**src/sv/ipv4hp_pkg.sv**
```systemverilog
// Shared types, constants and character helpers for the IPv4 host:port text parser.
package ipv4hp_pkg;

  localparam int CHAR_W        = 8;
  localparam int VAL_W         = 32;
  localparam int ADDR_W        = 32;
  localparam int PORT_W        = 16;
  localparam int MAX_PARTS_DEF = 4;

  // Characters with a role in the grammar
  localparam logic [CHAR_W-1:0] CH_COLON = 8'h3A;
  localparam logic [CHAR_W-1:0] CH_DOT   = 8'h2E;
  localparam logic [CHAR_W-1:0] CH_PLUS  = 8'h2B;
  localparam logic [CHAR_W-1:0] CH_MINUS = 8'h2D;
  localparam logic [CHAR_W-1:0] CH_SPACE = 8'h20;
  localparam logic [CHAR_W-1:0] CH_TAB   = 8'h09;
  localparam logic [CHAR_W-1:0] CH_CR    = 8'h0D;
  localparam logic [CHAR_W-1:0] CH_X_LO  = 8'h78;
  localparam logic [CHAR_W-1:0] CH_X_UP  = 8'h58;
  localparam logic [CHAR_W-1:0] CH_ZERO  = 8'h30;
  localparam logic [CHAR_W-1:0] CH_NINE  = 8'h39;
  localparam logic [CHAR_W-1:0] CH_A_LO  = 8'h61;
  localparam logic [CHAR_W-1:0] CH_F_LO  = 8'h66;
  localparam logic [CHAR_W-1:0] CH_A_UP  = 8'h41;
  localparam logic [CHAR_W-1:0] CH_F_UP  = 8'h46;

  // Digit code for a byte that is no hex digit; above every radix
  localparam logic [4:0] NO_DIGIT = 5'h1F;

  localparam logic [VAL_W-1:0] VAL_MAX = 32'hFFFF_FFFF;

  // Number token scanner state
  typedef enum logic [2:0] {
    TS_START,
    TS_SIGN,
    TS_ZERO,
    TS_ZEROX,
    TS_DIGITS,
    TS_BAD
  } tok_state_t;

  typedef enum logic [1:0] {
    BASE_DEC,
    BASE_OCT,
    BASE_HEX
  } base_t;

  typedef struct packed {
    tok_state_t       sub;
    base_t            base;
    logic [VAL_W-1:0] value;
    logic             ovf;
    logic             neg;
    logic             len;
  } tok_t;

  localparam tok_t TOK_CLEAR = '{
    sub:   TS_START,
    base:  BASE_DEC,
    value: '0,
    ovf:   1'b0,
    neg:   1'b0,
    len:   1'b0
  };

  // Hex digit value of a byte, NO_DIGIT otherwise
  function automatic logic [4:0] digit_of(input logic [CHAR_W-1:0] c);
    logic [4:0] d;
    d = NO_DIGIT;
    if (c >= CH_ZERO && c <= CH_NINE) begin
      d = 5'(c - CH_ZERO);
    end else if (c >= CH_A_LO && c <= CH_F_LO) begin
      d = 5'(c - CH_A_LO + 8'd10);
    end else if (c >= CH_A_UP && c <= CH_F_UP) begin
      d = 5'(c - CH_A_UP + 8'd10);
    end
    return d;
  endfunction

  // Space, TAB, LF, VT, FF, CR
  function automatic logic is_space(input logic [CHAR_W-1:0] c);
    return (c == CH_SPACE) || (c >= CH_TAB && c <= CH_CR);
  endfunction

endpackage

```
**src/sv/ipv4hp_in_if.sv**
```systemverilog
// Text character channel: one character and its end-of-string mark per beat.
interface ipv4hp_in_if;
  import ipv4hp_pkg::*;

  logic              valid;
  logic              ready;
  logic [CHAR_W-1:0] character;
  logic              is_last;

  modport source (output valid, output character, output is_last, input ready);
  modport sink   (input valid, input character, input is_last, output ready);
endinterface

```
**src/sv/ipv4hp_out_if.sv**
```systemverilog
// Result channel: parse status, address and port per beat.
interface ipv4hp_out_if;
  import ipv4hp_pkg::*;

  logic              valid;
  logic              ready;
  logic              valid_res;
  logic [ADDR_W-1:0] address;
  logic [PORT_W-1:0] port;

  modport source (output valid, output valid_res, output address, output port, input ready);
  modport sink   (input valid, input valid_res, input address, input port, output ready);
endinterface

```
**src/sv/ipv4_host_port_text_parser.sv**
```systemverilog
// Streaming parser of IPv4 "address:port" text into a 32-bit address and 16-bit port.
//
//   channel   dir  beat content                      handshake
//   in_bus    in   character, is_last                valid/ready
//   out_bus   out  valid_res, address, port          valid/ready
//
// One character is taken per clock. A character is registered, then scanned
// against the parser state from the input register; a closing character hands
// a copy of the final state to the check stage, whose result is registered
// in the output register once that register is empty or being read. Reset
// (rst_n low, synchronous) empties all stages and restarts the parser. A stalled
// result only blocks input once both the check stage and the output register
// hold a result and another closing character is waiting.
module ipv4_host_port_text_parser #(
  parameter int MaxParts = ipv4hp_pkg::MAX_PARTS_DEF
) (
  input  logic                clk,
  input  logic                rst_n,
  ipv4hp_in_if.sink           in_bus,
  ipv4hp_out_if.source        out_bus
);
  import ipv4hp_pkg::*;

  localparam int CNT_W = $clog2(MaxParts + 1);
  localparam int IDX_W = (MaxParts > 1) ? $clog2(MaxParts) : 1;

  // ---------------------------------------------------------------- signals
  logic              in_v_r;
  logic              in_last_r;
  logic [CHAR_W-1:0] in_char_r;

  logic              fire1;
  logic              snap_free;
  logic              snap_move;
  logic              close_item;

  logic              phase_r, phase_nxt;
  logic [CNT_W-1:0]  cnt_r, cnt_nxt;
  logic              err_r, err_nxt;
  tok_t              tok_r, tok_nxt;
  logic [VAL_W-1:0]  parts_r [MaxParts];

  logic [4:0]        dig;
  logic              dig_ok;
  logic [VAL_W+3:0]  acc_mul;
  logic [VAL_W+3:0]  acc;
  tok_t              tok_num;
  tok_t              tok_fed;
  logic              push;
  logic              push_ok;
  logic [VAL_W-1:0]  push_val;
  logic              part_we;
  logic [IDX_W-1:0]  part_idx;

  logic              snap_v_r;
  logic              snap_phase_r;
  logic              snap_err_r;
  logic [CNT_W-1:0]  snap_cnt_r;
  tok_t              snap_tok_r;
  logic [VAL_W-1:0]  snap_parts_r [MaxParts];

  logic              fin_tok_ok;
  logic              fin_bad;
  logic              fin_ok;
  logic [ADDR_W-1:0] fin_addr;

  logic              out_v_r;
  logic              out_res_r;
  logic [ADDR_W-1:0] out_addr_r;
  logic [PORT_W-1:0] out_port_r;

  // ---------------------------------------------------------- flow control
  assign snap_move  = snap_v_r && (!out_v_r || out_bus.ready);
  assign snap_free  = !snap_v_r || snap_move;
  assign fire1      = in_v_r && (!in_last_r || snap_free);
  assign close_item = fire1 && in_last_r;
  assign in_bus.ready = !in_v_r || fire1;

  // Input register
  always_ff @(posedge clk) begin
    if (!rst_n) begin
      in_v_r <= 1'b0;
    end else if (in_bus.ready) begin
      in_v_r <= in_bus.valid;
    end
  end

  always_ff @(posedge clk) begin
    if (in_bus.valid && in_bus.ready) begin
      in_char_r <= in_bus.character;
      in_last_r <= in_bus.is_last;
    end
  end

  // ------------------------------------------------------- digit arithmetic
  assign dig = digit_of(in_char_r);

  always_comb begin
    case (tok_r.base)
      BASE_HEX: begin
        dig_ok  = 1'b1;
        acc_mul = {tok_r.value, 4'b0};
      end
      BASE_OCT: begin
        dig_ok  = (dig < 5'd8);
        acc_mul = {1'b0, tok_r.value, 3'b0};
      end
      default: begin
        dig_ok  = (dig < 5'd10);
        acc_mul = {1'b0, tok_r.value, 3'b0} + {3'b0, tok_r.value, 1'b0};
      end
    endcase
    if (dig == NO_DIGIT) begin
      dig_ok = 1'b0;
    end
    acc = acc_mul + (VAL_W + 4)'(dig);
  end

  // First character of a number, after optional space and sign
  always_comb begin
    tok_num     = tok_r;
    tok_num.len = 1'b1;
    if (in_char_r == CH_ZERO) begin
      tok_num.sub   = TS_ZERO;
      tok_num.value = '0;
    end else if (dig < 5'd10) begin
      tok_num.sub   = TS_DIGITS;
      tok_num.base  = BASE_DEC;
      tok_num.value = VAL_W'(dig);
    end else begin
      tok_num.sub   = TS_BAD;
    end
  end

  // Token scanner: one character into the current number
  always_comb begin
    tok_fed     = tok_r;
    tok_fed.len = 1'b1;
    unique case (tok_r.sub)
      TS_START: begin
        if (is_space(in_char_r)) begin
          tok_fed.sub = TS_START;
        end else if (in_char_r == CH_PLUS || in_char_r == CH_MINUS) begin
          tok_fed.neg = (in_char_r == CH_MINUS);
          tok_fed.sub = TS_SIGN;
        end else begin
          tok_fed = tok_num;
        end
      end
      TS_SIGN: begin
        tok_fed = tok_num;
      end
      TS_ZERO: begin
        if (in_char_r == CH_X_LO || in_char_r == CH_X_UP) begin
          tok_fed.sub = TS_ZEROX;
        end else if (dig < 5'd8) begin
          tok_fed.sub   = TS_DIGITS;
          tok_fed.base  = BASE_OCT;
          tok_fed.value = VAL_W'(dig);
        end else begin
          tok_fed.sub = TS_BAD;
        end
      end
      TS_ZEROX: begin
        if (dig < 5'd16) begin
          tok_fed.sub   = TS_DIGITS;
          tok_fed.base  = BASE_HEX;
          tok_fed.value = VAL_W'(dig);
        end else begin
          tok_fed.sub = TS_BAD;
        end
      end
      TS_DIGITS: begin
        if (dig_ok) begin
          if (acc[VAL_W+3:VAL_W] != '0) begin
            tok_fed.ovf   = 1'b1;
            tok_fed.value = VAL_MAX;
          end else begin
            tok_fed.value = acc[VAL_W-1:0];
          end
        end else begin
          tok_fed.sub = TS_BAD;
        end
      end
      default: begin
        tok_fed.sub = TS_BAD;
      end
    endcase
  end

  // Closing an address part: an empty token counts as zero
  assign push_ok  = (tok_r.sub == TS_START && !tok_r.len) ||
                    ((tok_r.sub == TS_ZERO || tok_r.sub == TS_DIGITS) && !tok_r.ovf &&
                     !(tok_r.neg && tok_r.value != '0));
  assign push_val = push_ok ? tok_r.value : '0;

  // ------------------------------------------------------- parser next state
  always_comb begin
    phase_nxt = phase_r;
    cnt_nxt   = cnt_r;
    err_nxt   = err_r;
    tok_nxt   = tok_r;
    push      = 1'b0;
    part_we   = 1'b0;
    part_idx  = cnt_r[IDX_W-1:0];
    if (fire1) begin
      if (!phase_r && in_char_r == CH_COLON) begin
        push      = tok_r.len;
        tok_nxt   = TOK_CLEAR;
        phase_nxt = 1'b1;
      end else if (!phase_r && in_char_r == CH_DOT) begin
        push    = 1'b1;
        tok_nxt = TOK_CLEAR;
      end else begin
        tok_nxt = tok_fed;
      end
      if (push) begin
        if (!push_ok) begin
          err_nxt = 1'b1;
        end
        if (cnt_r >= CNT_W'(MaxParts)) begin
          err_nxt = 1'b1;
        end else begin
          part_we = 1'b1;
          cnt_nxt = cnt_r + 1'b1;
        end
      end
    end
  end

  // Parser state; a closing character restarts it
  always_ff @(posedge clk) begin
    if (!rst_n || close_item) begin
      phase_r <= 1'b0;
      cnt_r   <= '0;
      err_r   <= 1'b0;
      tok_r   <= TOK_CLEAR;
    end else begin
      phase_r <= phase_nxt;
      cnt_r   <= cnt_nxt;
      err_r   <= err_nxt;
      tok_r   <= tok_nxt;
    end
  end

  // Address part store, only entries below the count are read
  always_ff @(posedge clk) begin
    if (part_we) begin
      parts_r[part_idx] <= push_val;
    end
  end

  // ------------------------------------------------- final state snapshot
  always_ff @(posedge clk) begin
    if (!rst_n) begin
      snap_v_r <= 1'b0;
    end else if (close_item) begin
      snap_v_r <= 1'b1;
    end else if (snap_move) begin
      snap_v_r <= 1'b0;
    end
  end

  always_ff @(posedge clk) begin
    if (close_item) begin
      snap_phase_r <= phase_nxt;
      snap_err_r   <= err_nxt;
      snap_cnt_r   <= cnt_nxt;
      snap_tok_r   <= tok_nxt;
      for (int k = 0; k < MaxParts; k++) begin
        snap_parts_r[k] <= (part_we && part_idx == IDX_W'(k)) ? push_val : parts_r[k];
      end
    end
  end

  // ------------------------------------------------------- result checks
  assign fin_tok_ok = (snap_tok_r.sub == TS_ZERO || snap_tok_r.sub == TS_DIGITS) &&
                      !snap_tok_r.ovf && !(snap_tok_r.neg && snap_tok_r.value != '0);

  // Leading parts fill one byte each, the last one fills what is left
  always_comb begin
    fin_bad  = 1'b0;
    fin_addr = '0;
    for (int k = 0; k < MaxParts; k++) begin
      if (snap_cnt_r == CNT_W'(k + 1)) begin
        if (snap_parts_r[k] > (VAL_MAX >> (8 * k))) begin
          fin_bad = 1'b1;
        end
        fin_addr = fin_addr | snap_parts_r[k];
      end else if (snap_cnt_r > CNT_W'(k + 1)) begin
        if (snap_parts_r[k][VAL_W-1:8] != '0) begin
          fin_bad = 1'b1;
        end
        fin_addr = fin_addr | ({snap_parts_r[k][7:0], {(ADDR_W - 8){1'b0}}} >> (8 * k));
      end
    end
  end

  assign fin_ok = !snap_err_r && snap_phase_r && fin_tok_ok &&
                  (snap_tok_r.value[VAL_W-1:PORT_W] == '0) && !fin_bad;

  // Output register
  always_ff @(posedge clk) begin
    if (!rst_n) begin
      out_v_r <= 1'b0;
    end else if (snap_move) begin
      out_v_r <= 1'b1;
    end else if (out_bus.ready) begin
      out_v_r <= 1'b0;
    end
  end

  always_ff @(posedge clk) begin
    if (snap_move) begin
      out_res_r  <= fin_ok;
      out_addr_r <= fin_ok ? fin_addr : '0;
      out_port_r <= fin_ok ? snap_tok_r.value[PORT_W-1:0] : '0;
    end
  end

  assign out_bus.valid     = out_v_r;
  assign out_bus.valid_res = out_res_r;
  assign out_bus.address   = out_addr_r;
  assign out_bus.port      = out_port_r;

  // ------------------------------------------------------------ assertions
  a_invalid_zero: assert property (@(posedge clk) disable iff (!rst_n)
    out_v_r && !out_res_r |-> out_addr_r == '0 && out_port_r == '0)
    else $error("invalid result carries nonzero address or port");

  a_close_restart: assert property (@(posedge clk) disable iff (!rst_n)
    close_item |=> cnt_r == '0 && !phase_r && !err_r && snap_v_r)
    else $error("parser not restarted after closing character");

  a_snap_hold: assert property (@(posedge clk) disable iff (!rst_n)
    snap_v_r && !snap_move |=> snap_v_r && $stable(snap_cnt_r) && $stable(snap_tok_r))
    else $error("pending final state lost while output stalled");

  a_in_hold: assert property (@(posedge clk) disable iff (!rst_n)
    in_v_r && !fire1 |=> in_v_r && $stable(in_char_r) && $stable(in_last_r))
    else $error("held input character changed before it was scanned");

endmodule
```
**src/flat_wrapper.sv**
```systemverilog
// flat-port wrapper written by rule: the top's interface ports become plain ports
module ipv4_host_port_text_parser_flat import ipv4hp_pkg::*;
#(
  parameter int MaxParts = ipv4hp_pkg::MAX_PARTS_DEF
)
  (clk, rst_n, in_bus_valid, in_bus_character, in_bus_is_last, in_bus_ready, out_bus_valid, out_bus_valid_res, out_bus_address, out_bus_port, out_bus_ready);
  ipv4hp_in_if in_bus_i ();
  ipv4hp_out_if out_bus_i ();
  input  logic clk;
  input  logic rst_n;
  input wire logic [$bits(in_bus_i.valid)-1:0] in_bus_valid;
  input wire logic [$bits(in_bus_i.character)-1:0] in_bus_character;
  input wire logic [$bits(in_bus_i.is_last)-1:0] in_bus_is_last;
  output wire logic [$bits(in_bus_i.ready)-1:0] in_bus_ready;
  output wire logic [$bits(out_bus_i.valid)-1:0] out_bus_valid;
  output wire logic [$bits(out_bus_i.valid_res)-1:0] out_bus_valid_res;
  output wire logic [$bits(out_bus_i.address)-1:0] out_bus_address;
  output wire logic [$bits(out_bus_i.port)-1:0] out_bus_port;
  input wire logic [$bits(out_bus_i.ready)-1:0] out_bus_ready;
  assign in_bus_i.valid = in_bus_valid;
  assign in_bus_i.character = in_bus_character;
  assign in_bus_i.is_last = in_bus_is_last;
  assign in_bus_ready = in_bus_i.ready;
  assign out_bus_valid = out_bus_i.valid;
  assign out_bus_valid_res = out_bus_i.valid_res;
  assign out_bus_address = out_bus_i.address;
  assign out_bus_port = out_bus_i.port;
  assign out_bus_i.ready = out_bus_ready;
  ipv4_host_port_text_parser #(.MaxParts(MaxParts)) u_core (.clk(clk), .rst_n(rst_n), .in_bus(in_bus_i), .out_bus(out_bus_i));
endmodule
```
**config.mk**
```make
export PLATFORM = sky130hd
export DESIGN_NAME = ipv4_host_port_text_parser_flat
export DESIGN_NICKNAME = d
export VERILOG_FILES = /design/src/sv/ipv4hp_pkg.sv /design/src/sv/ipv4hp_in_if.sv /design/src/sv/ipv4hp_out_if.sv /design/src/sv/ipv4_host_port_text_parser.sv /design/src/flat_wrapper.sv
export SDC_FILE = /design/constraint.sdc
export NUM_CORES = 1
export LEC_CHECK = 0
export ABC_CLOCK_PERIOD_IN_PS = 15550
export BUFFER_PORTS_ARGS = -buffer_cell sky130_fd_sc_hd__clkbuf_2
export CORE_ASPECT_RATIO = 0.9
export CORE_MARGIN = 5
export CORE_UTILIZATION = 68
export CTS_CLUSTER_DIAMETER = 120
export CTS_CLUSTER_SIZE = 40
export DETAILED_ROUTE_END_ITERATION = 16
export GPL_TIMING_DRIVEN = 0
export PLACE_DENSITY = 0.86
export RECOVER_POWER = 50
export SLEW_MARGIN = 0
export SYNTH_ARGS = -nofsm -noshare
export SYNTH_HDL_FRONTEND = slang
export SYNTH_SLANG_ARGS = --single-unit
```
**constraint.sdc**
```tcl
create_clock -name clk -period 15.55 [get_ports clk]
set_input_delay 0 -clock clk [delete_from_list [all_inputs] [get_ports clk]]
set_output_delay 0 -clock clk [all_outputs]
set_load 0.01 [all_outputs]
```
## Word level (Yosys, flattened, before mapping)

Memories as Yosys holds them, arrays and structs flattened.
Cells that the tools add are included.

- Flip-flop bits (word level): 148
- Memory bits (writable): 256
- Bits of input ports: 13
- Output and inout bits: 51
- Word-level logic and storage cells: 238
- Memories: 2

Memories:

| name | words | width | rd ports | clocked after Yosys merged registers in | wr ports | RTL line | text |
|---|---|---|---|---|---|---|---|
| u_core.parts_r | 4 | 32 | 4 | 0 | 1 | ipv4_host_port_text_parser.sv:41 | `logic [VAL_W-1:0] parts_r [MaxParts];` |
| u_core.snap_parts_r | 4 | 32 | 4 | 0 | 4 | ipv4_host_port_text_parser.sv:60 | `logic [VAL_W-1:0] snap_parts_r [MaxParts];` |

- Add/sub/neg operators: 8
- Order comparisons: 20
- Equality and inequality tests: 29
- Multiplexer cells: 86
- Bitwise operators: 6
- Reduce and logical (&&, ||, !) cells: 63

Operators with widths:

| kind | number |
|---|---|
| two-way mux 32 bit | 15 |
| case mux 32 bit (5 select lines) | 1 |
| two-way mux 34 bit | 4 |
| two-way mux 40 bit | 3 |
| OR 32 bit | 3 |
| nonzero test 24 bit | 4 |
| case mux 36 bit (2 select lines) | 1 |
| nonzero test 32 bit | 2 |
| equality test 8 x 6 -> 1 bit, second input constant | 6 |
| two-way mux 1 bit | 42 |
| two-way mux 37 bit | 1 |
| adder 35 x 33 -> 36 bit | 1 |
| adder 36 x 5 -> 36 bit | 1 |
| two-way mux 35 bit | 1 |
| two-way mux 33 bit | 1 |
| > comparator 32 x 16 -> 1 bit, second input constant | 1 |
| > comparator 32 x 24 -> 1 bit, second input constant | 1 |
| > comparator 32 bit, second input constant | 1 |
| > comparator 32 x 8 -> 1 bit, second input constant | 1 |
| OR 32 x 16 -> 32 bit | 1 |
| OR 32 x 24 -> 32 bit | 1 |
| OR 32 x 8 -> 32 bit | 1 |
| logical AND 1 bit | 25 |
| two-way mux 3 bit | 8 |
| other kinds (40) | 86 |

## Logic depth before layout (Yosys ltp)

An unclocked memory read counts as a cell.

- Depth after elaboration: 16
- Depth in mapped cells: 27
- Mapped depth without buffers: 21

## Least setup slack after synthesis

No wires, ideal clock.

- Path kind: flip-flop to flip-flop
- Start: register u_core.tok_r[35] in the netlist's numbering
- End: register u_core.snap_tok_r[3] in the netlist's numbering, data pin
- Library setup time: 0.289 ns
- Arrival time: 5.587 ns
- Required time: 15.261 ns
- Path slack: 9.673 ns
- Stages on the path, launching flop included: 28
- Buffers on the path: 9
- Clock period less this slack: 5.877 ns
- Cell sequence: dfxtp_1 -> inv_1 -> ha_1 -> buf_2 -> clkbuf_1 -> buf_2 -> buf_2 -> buf_2 -> buf_1 -> clkbuf_1 -> clkbuf_1 -> and2_1 -> ha_1 -> inv_1 -> fa_1 -> nor2b_1 -> o21ai_0 -> nand2b_1 -> nand2_1 -> nor2_1 -> nand4_1 -> or4_1 -> nor4_4 -> mux2i_1 -> a21oi_2 -> buf_4 -> o32ai_1 -> nor2_1

RTL lines:

| element | RTL line | text |
|---|---|---|
| start: declaration | ipv4_host_port_text_parser.sv:40 | `tok_t tok_r, tok_nxt;` |
| start signal: assignment | ipv4_host_port_text_parser.sv:242 | `tok_r <= tok_nxt;` |
| end signal: assignment | ipv4_host_port_text_parser.sv:269 | `snap_tok_r <= tok_nxt;` |
| end: declaration | ipv4_host_port_text_parser.sv:59 | `tok_t snap_tok_r;` |

==> impl.org <==
** Synthesis
- Top_reg_cell synth :: sky130_fd_sc_hd__edfxtp_1
- Synthesis produced 1926 cells.
- Cell area after synthesis :: 20400 µm²
- Mean post-synth cell area :: 10.6 µm²
- Most area-consuming cells after synthesis :: sky130_fd_sc_hd__edfxtp_1 (52%), sky130_fd_sc_hd__nand2_1 (5.2%), sky130_fd_sc_hd__o21ai_0 (5.1%), sky130_fd_sc_hd__dfxtp_1 (4.7%), sky130_fd_sc_hd__ha_1 (2.8%)
- After synthesis, the most frequently instantiated cells are sky130_fd_sc_hd__edfxtp_1 (356), sky130_fd_sc_hd__nand2_1 (281), sky130_fd_sc_hd__o21ai_0 (206).
- Yosys mapped a number of flops with a built-in enable equal to 356.
- The number of different library cells used by synthesis comes to 83.
- Cell type with the highest aggregate area in the netlist :: sky130_fd_sc_hd__edfxtp_1
- Share of the yosys chip area belonging to registers :: 57.1%
- Net Count, Synth :: 1986
- In the post-synthesis netlist, the cell with the most instances is sky130_fd_sc_hd__edfxtp_1.
- After synthesis, the share of flip-flops with an asynchronous set or reset is 0%.
- The synthesized design contains 404 register bits.
- For this run, the number of Yosys warnings is 0.
- Fraction of post-synthesis cell area in the top cell type by area :: 52.4%

** Outcome
- Result of the run :: finished, violations left
- The final reports fail on capacitance limit, slew limit.

** CTS
- Number of clock buffers inserted by TritonCTS :: 14
- H-tree level count :: 1
- After clock tree synthesis, the clock-pin slew on the worst setup and hold paths is 0.15 ns.
- The number of setup buffers added after CTS is 0.
- TritonCTS built the clock tree.
- CTS placed an instance of sky130_fd_sc_hd__clkbuf_16 at the clock tree root.
- Post_cts resized :: 0
- Counting every sink on the clock net gives 404.
- Source-to-sink clock delay at the later pin of the worst-skew pair :: 0.54 ns
- The clock passes through at most 3 buffers.
- Buffers inserted to repair hold after CTS numbered 14.

** STA
- Share of the clock period used by the worst path :: 50.6%
- In the post-route analysis, the smallest setup slack over all paths is 7.68 ns.
- Shortest period the worst path allows :: 7.87 ns
- Setup repair after global routing left no endpoint under its margin.
- Final hold viol count :: 0
- Max-slew headroom at the worst pin :: -215%
- For the pin with the worst max-slew slack, the measured transition is 4.72 ns.
- Worst clock skew :: 0.0667 ns
- Fmax :: 0.127 GHz
- Number of setup violations in the final report :: 0
- Total Neg Setup Slack :: 0 ns
- The number of pins exceeding their max-slew limit in the final report was 211.

** Worst setup path
- The critical path is of the flip-flop to flip-flop type.
- Most prevalent standard cell on the critical path :: sky130_fd_sc_hd__buf_2
- Highest-delay cell along the critical path :: sky130_fd_sc_hd__or4_1
- On the worst path, the slowest cell contributes a delay of 0.54 ns.
- Worst Path Required :: 15.82 ns
- Critical Path End Type :: flip-flop
- Signal arrival time at the worst endpoint :: 8.14 ns
- Maximum fanout count along the critical path :: 10
- The worst setup path is launched from a flip-flop.

** Route
- Avg Vias per Cell :: 6.97
- 1st-pass router iterations :: 6
- Detailed-route DRC error count :: 0
- For this block, the routed nets add up to 59.3 mm of wire.
- Number of DRC markers in iteration 0 :: 2839
- The routed layout has 17.0k vias.
- In the final routed layout, each cell accounts on average for 24.3 µm.
- Remaining number of nets flagged by the antenna check after routing :: 0

** Global routing
- The initial antenna violation count came to 0.
- The first global-routing pass estimated 89.7 mm of wire.
- The via count of the first global-routing pass was 15.7k.
- After global routing the overflow that remains totals 0.
- Overall routing resource usage :: 34.5%
- Maximum number of pins on one net before global-route repair :: 93

** Pwr
- The clock network accounts for 28.0% of the total power.
- Switching Fraction :: 21.5%
- Switching power :: 383 µW
- Combinational group share of total power :: 4.6%
- Power per standard cell area :: 81.7 nW/µm²
- VDD IR max :: 0.0721 mV
- The analysis attributes to cell leakage a power of 0.00786 µW.
- Cell internal power was estimated by the tool at 1400 µW.
- Sequential cells burn 67.3% of the power.

** Place
- Summed over all nets, the half-perimeter wirelength after detailed placement is 43.3 mm.
- The congestion estimate from routability-driven global placement came to 0.994.
- Prior to clock tree synthesis, the placed netlist has a worst setup slack of 8.01 ns.
- Number of port buffers :: 63

** Finish
- Antenna diode count :: 0
- Area grow syn2layout :: 6.94%
- Once layout is complete, the utilization of the core stands at 73.4%.
- The net count of the finished layout is 2084.
- Layout fillers :: 2112
- Layout cells sized above 1 :: 4.58%

** Die
- Initial cell density of the core :: 68.7%
- Io pins :: 64
- The floorplan step defined a die boundary enclosing 33600 µm².
- Area inside the core boundary :: 29700 µm²
- The initialized floorplan defines 60 standard-cell rows.
- Die height :: 174 µm
- The die is 193 µm wide.

** Min path
- Worst min-delay path class :: input port to flip-flop

** Job
- Max-cap violations in this run came to 4.
## power groups by stage
stage / clock [µW] / combinational [µW] / sequential (µW)
floorplan: 0 / 53.5 / 1220
global placement: 0 / 75.1 / 1220
detailed placement: 0 / 79.0 / 1220
CTS: 492 / 82.0 / 1200
global route: 531 / 89.8 / 1200
finish: 500 / 82.7 / 1200
## per-stage QoR
| step | total power [µW] | hold WS, ns | cells | cell area (µm²) |
|---|---|---|---|---|
| after floorplan | 1270 | 0.0989 | 1926 | 20400 |
| after global placement | 1300 | 0.179 | 2392 | 21200 |
| after detailed placement | 1300 | 0.179 | 2397 | 21400 |
| after CTS | 1770 | 0.167 | 2435 | 21900 |
| after global routing | 1820 | 0.175 | 2435 | 21800 |
| final | 1780 | 0.177 | 2435 | 21800 |
## registers in the layout, summed over array words and instances (netlist names), 2 cells and up
register,cells
u_core.out_bus.port,16
u_core.snap_cnt_r,3
u_core.tok_num,2
u_core.out_bus.address,32
u_core.in_char_r,8
u_core.snap_tok_r,37
u_core.snap_parts_r,128
u_core.parts_r,128
u_core.cnt_r,3
u_core.tok_r,38
## layer usage
metal | up-vias | global-route usage, % | wire length (µm)
met5 | - | 0 | 0
met4 | 0 | 8.79 | 1910
met3 | 175 | 8.01 | 8800
met2 | 1335 | 52.0 | 26100
met1 | 8068 | 51.2 | 22500
li1 | 7404 | - | -
## cell families after synthesis
family,after synthesis,share of synthesized area (%)
compound gates,573,18.0
buf+inv,186,3.59
fa+ha+maj,47,2.95
simple gates,654,15.5
mux,27,1.38
flops,404,57.1
xor+xnor,35,1.50
## worst max-delay path, delay by kind of cell (launching register included)
kind / cells / cell delay [ns]
adder cells (fa/ha/maj): 3 / 0.84
AO/OA/AOI/OAI: 3 / 0.97
flip-flops: 1 / 0.40
buffers and inverters: 11 / 3.24
multiplexers: 1 / 0.15
AND/OR/NAND/NOR: 9 / 1.97
## worst paths after layout
path | start | end | cells after the start | slack, ns
setup reg to reg | u_core.tok_r[35]$_SDFFE_PP0P_ | u_core.snap_tok_r[14]$_DFFE_PP_ | 27 | 7.68
hold / removal | in_bus_character[4] | u_core.in_char_r[4]$_DFFE_PP_ | 2 | 0.18
hold reg to reg | u_core.parts_r[0][31]$_DFFE_PP_ | u_core.snap_parts_r[0][31]$_DFFE_PP_ | 2 | 0.53
setup / recovery | u_core.tok_r[35]$_SDFFE_PP0P_ | u_core.snap_tok_r[14]$_DFFE_PP_ | 27 | 7.68
## cell usage in the layout (no fill, tap or decap), types with 28 or more instances in the layout
cell type / count
sky130_fd_sc_hd__ha_1: 45
sky130_fd_sc_hd__o21ai_0: 206
sky130_fd_sc_hd__edfxtp_1: 356
sky130_fd_sc_hd__a21oi_1: 100
sky130_fd_sc_hd__dfxtp_1: 48
sky130_fd_sc_hd__a22oi_1: 54
sky130_fd_sc_hd__a221oi_1: 31
sky130_fd_sc_hd__nor2_1: 108
sky130_fd_sc_hd__nand2_1: 281
sky130_fd_sc_hd__inv_1: 58
sky130_fd_sc_hd__nand4_1: 28
sky130_fd_sc_hd__a22o_1: 31
sky130_fd_sc_hd__clkbuf_1: 158
sky130_fd_sc_hd__nor4_1: 46
sky130_fd_sc_hd__and2_1: 29
## area by class of cell
| type | instances | area [µm²] | area share (%) |
|---|---|---|---|
| Timing Repair Buffer | 82 | 467 | 2.14 |
| Multi-Input combinational cell | 1336 | 8040 | 36.8 |
| Buffer | 127 | 510 | 2.34 |
| Inverter | 59 | 223 | 1.02 |
| Sequential cell | 404 | 11700 | 53.4 |
| Clock buffer | 23 | 405 | 1.86 |
| Tap cell | 403 | 504 | 2.31 |
| Clock inverter | 1 | 30.0 | 0.138 |
Power figures use the tool's default switching activity.
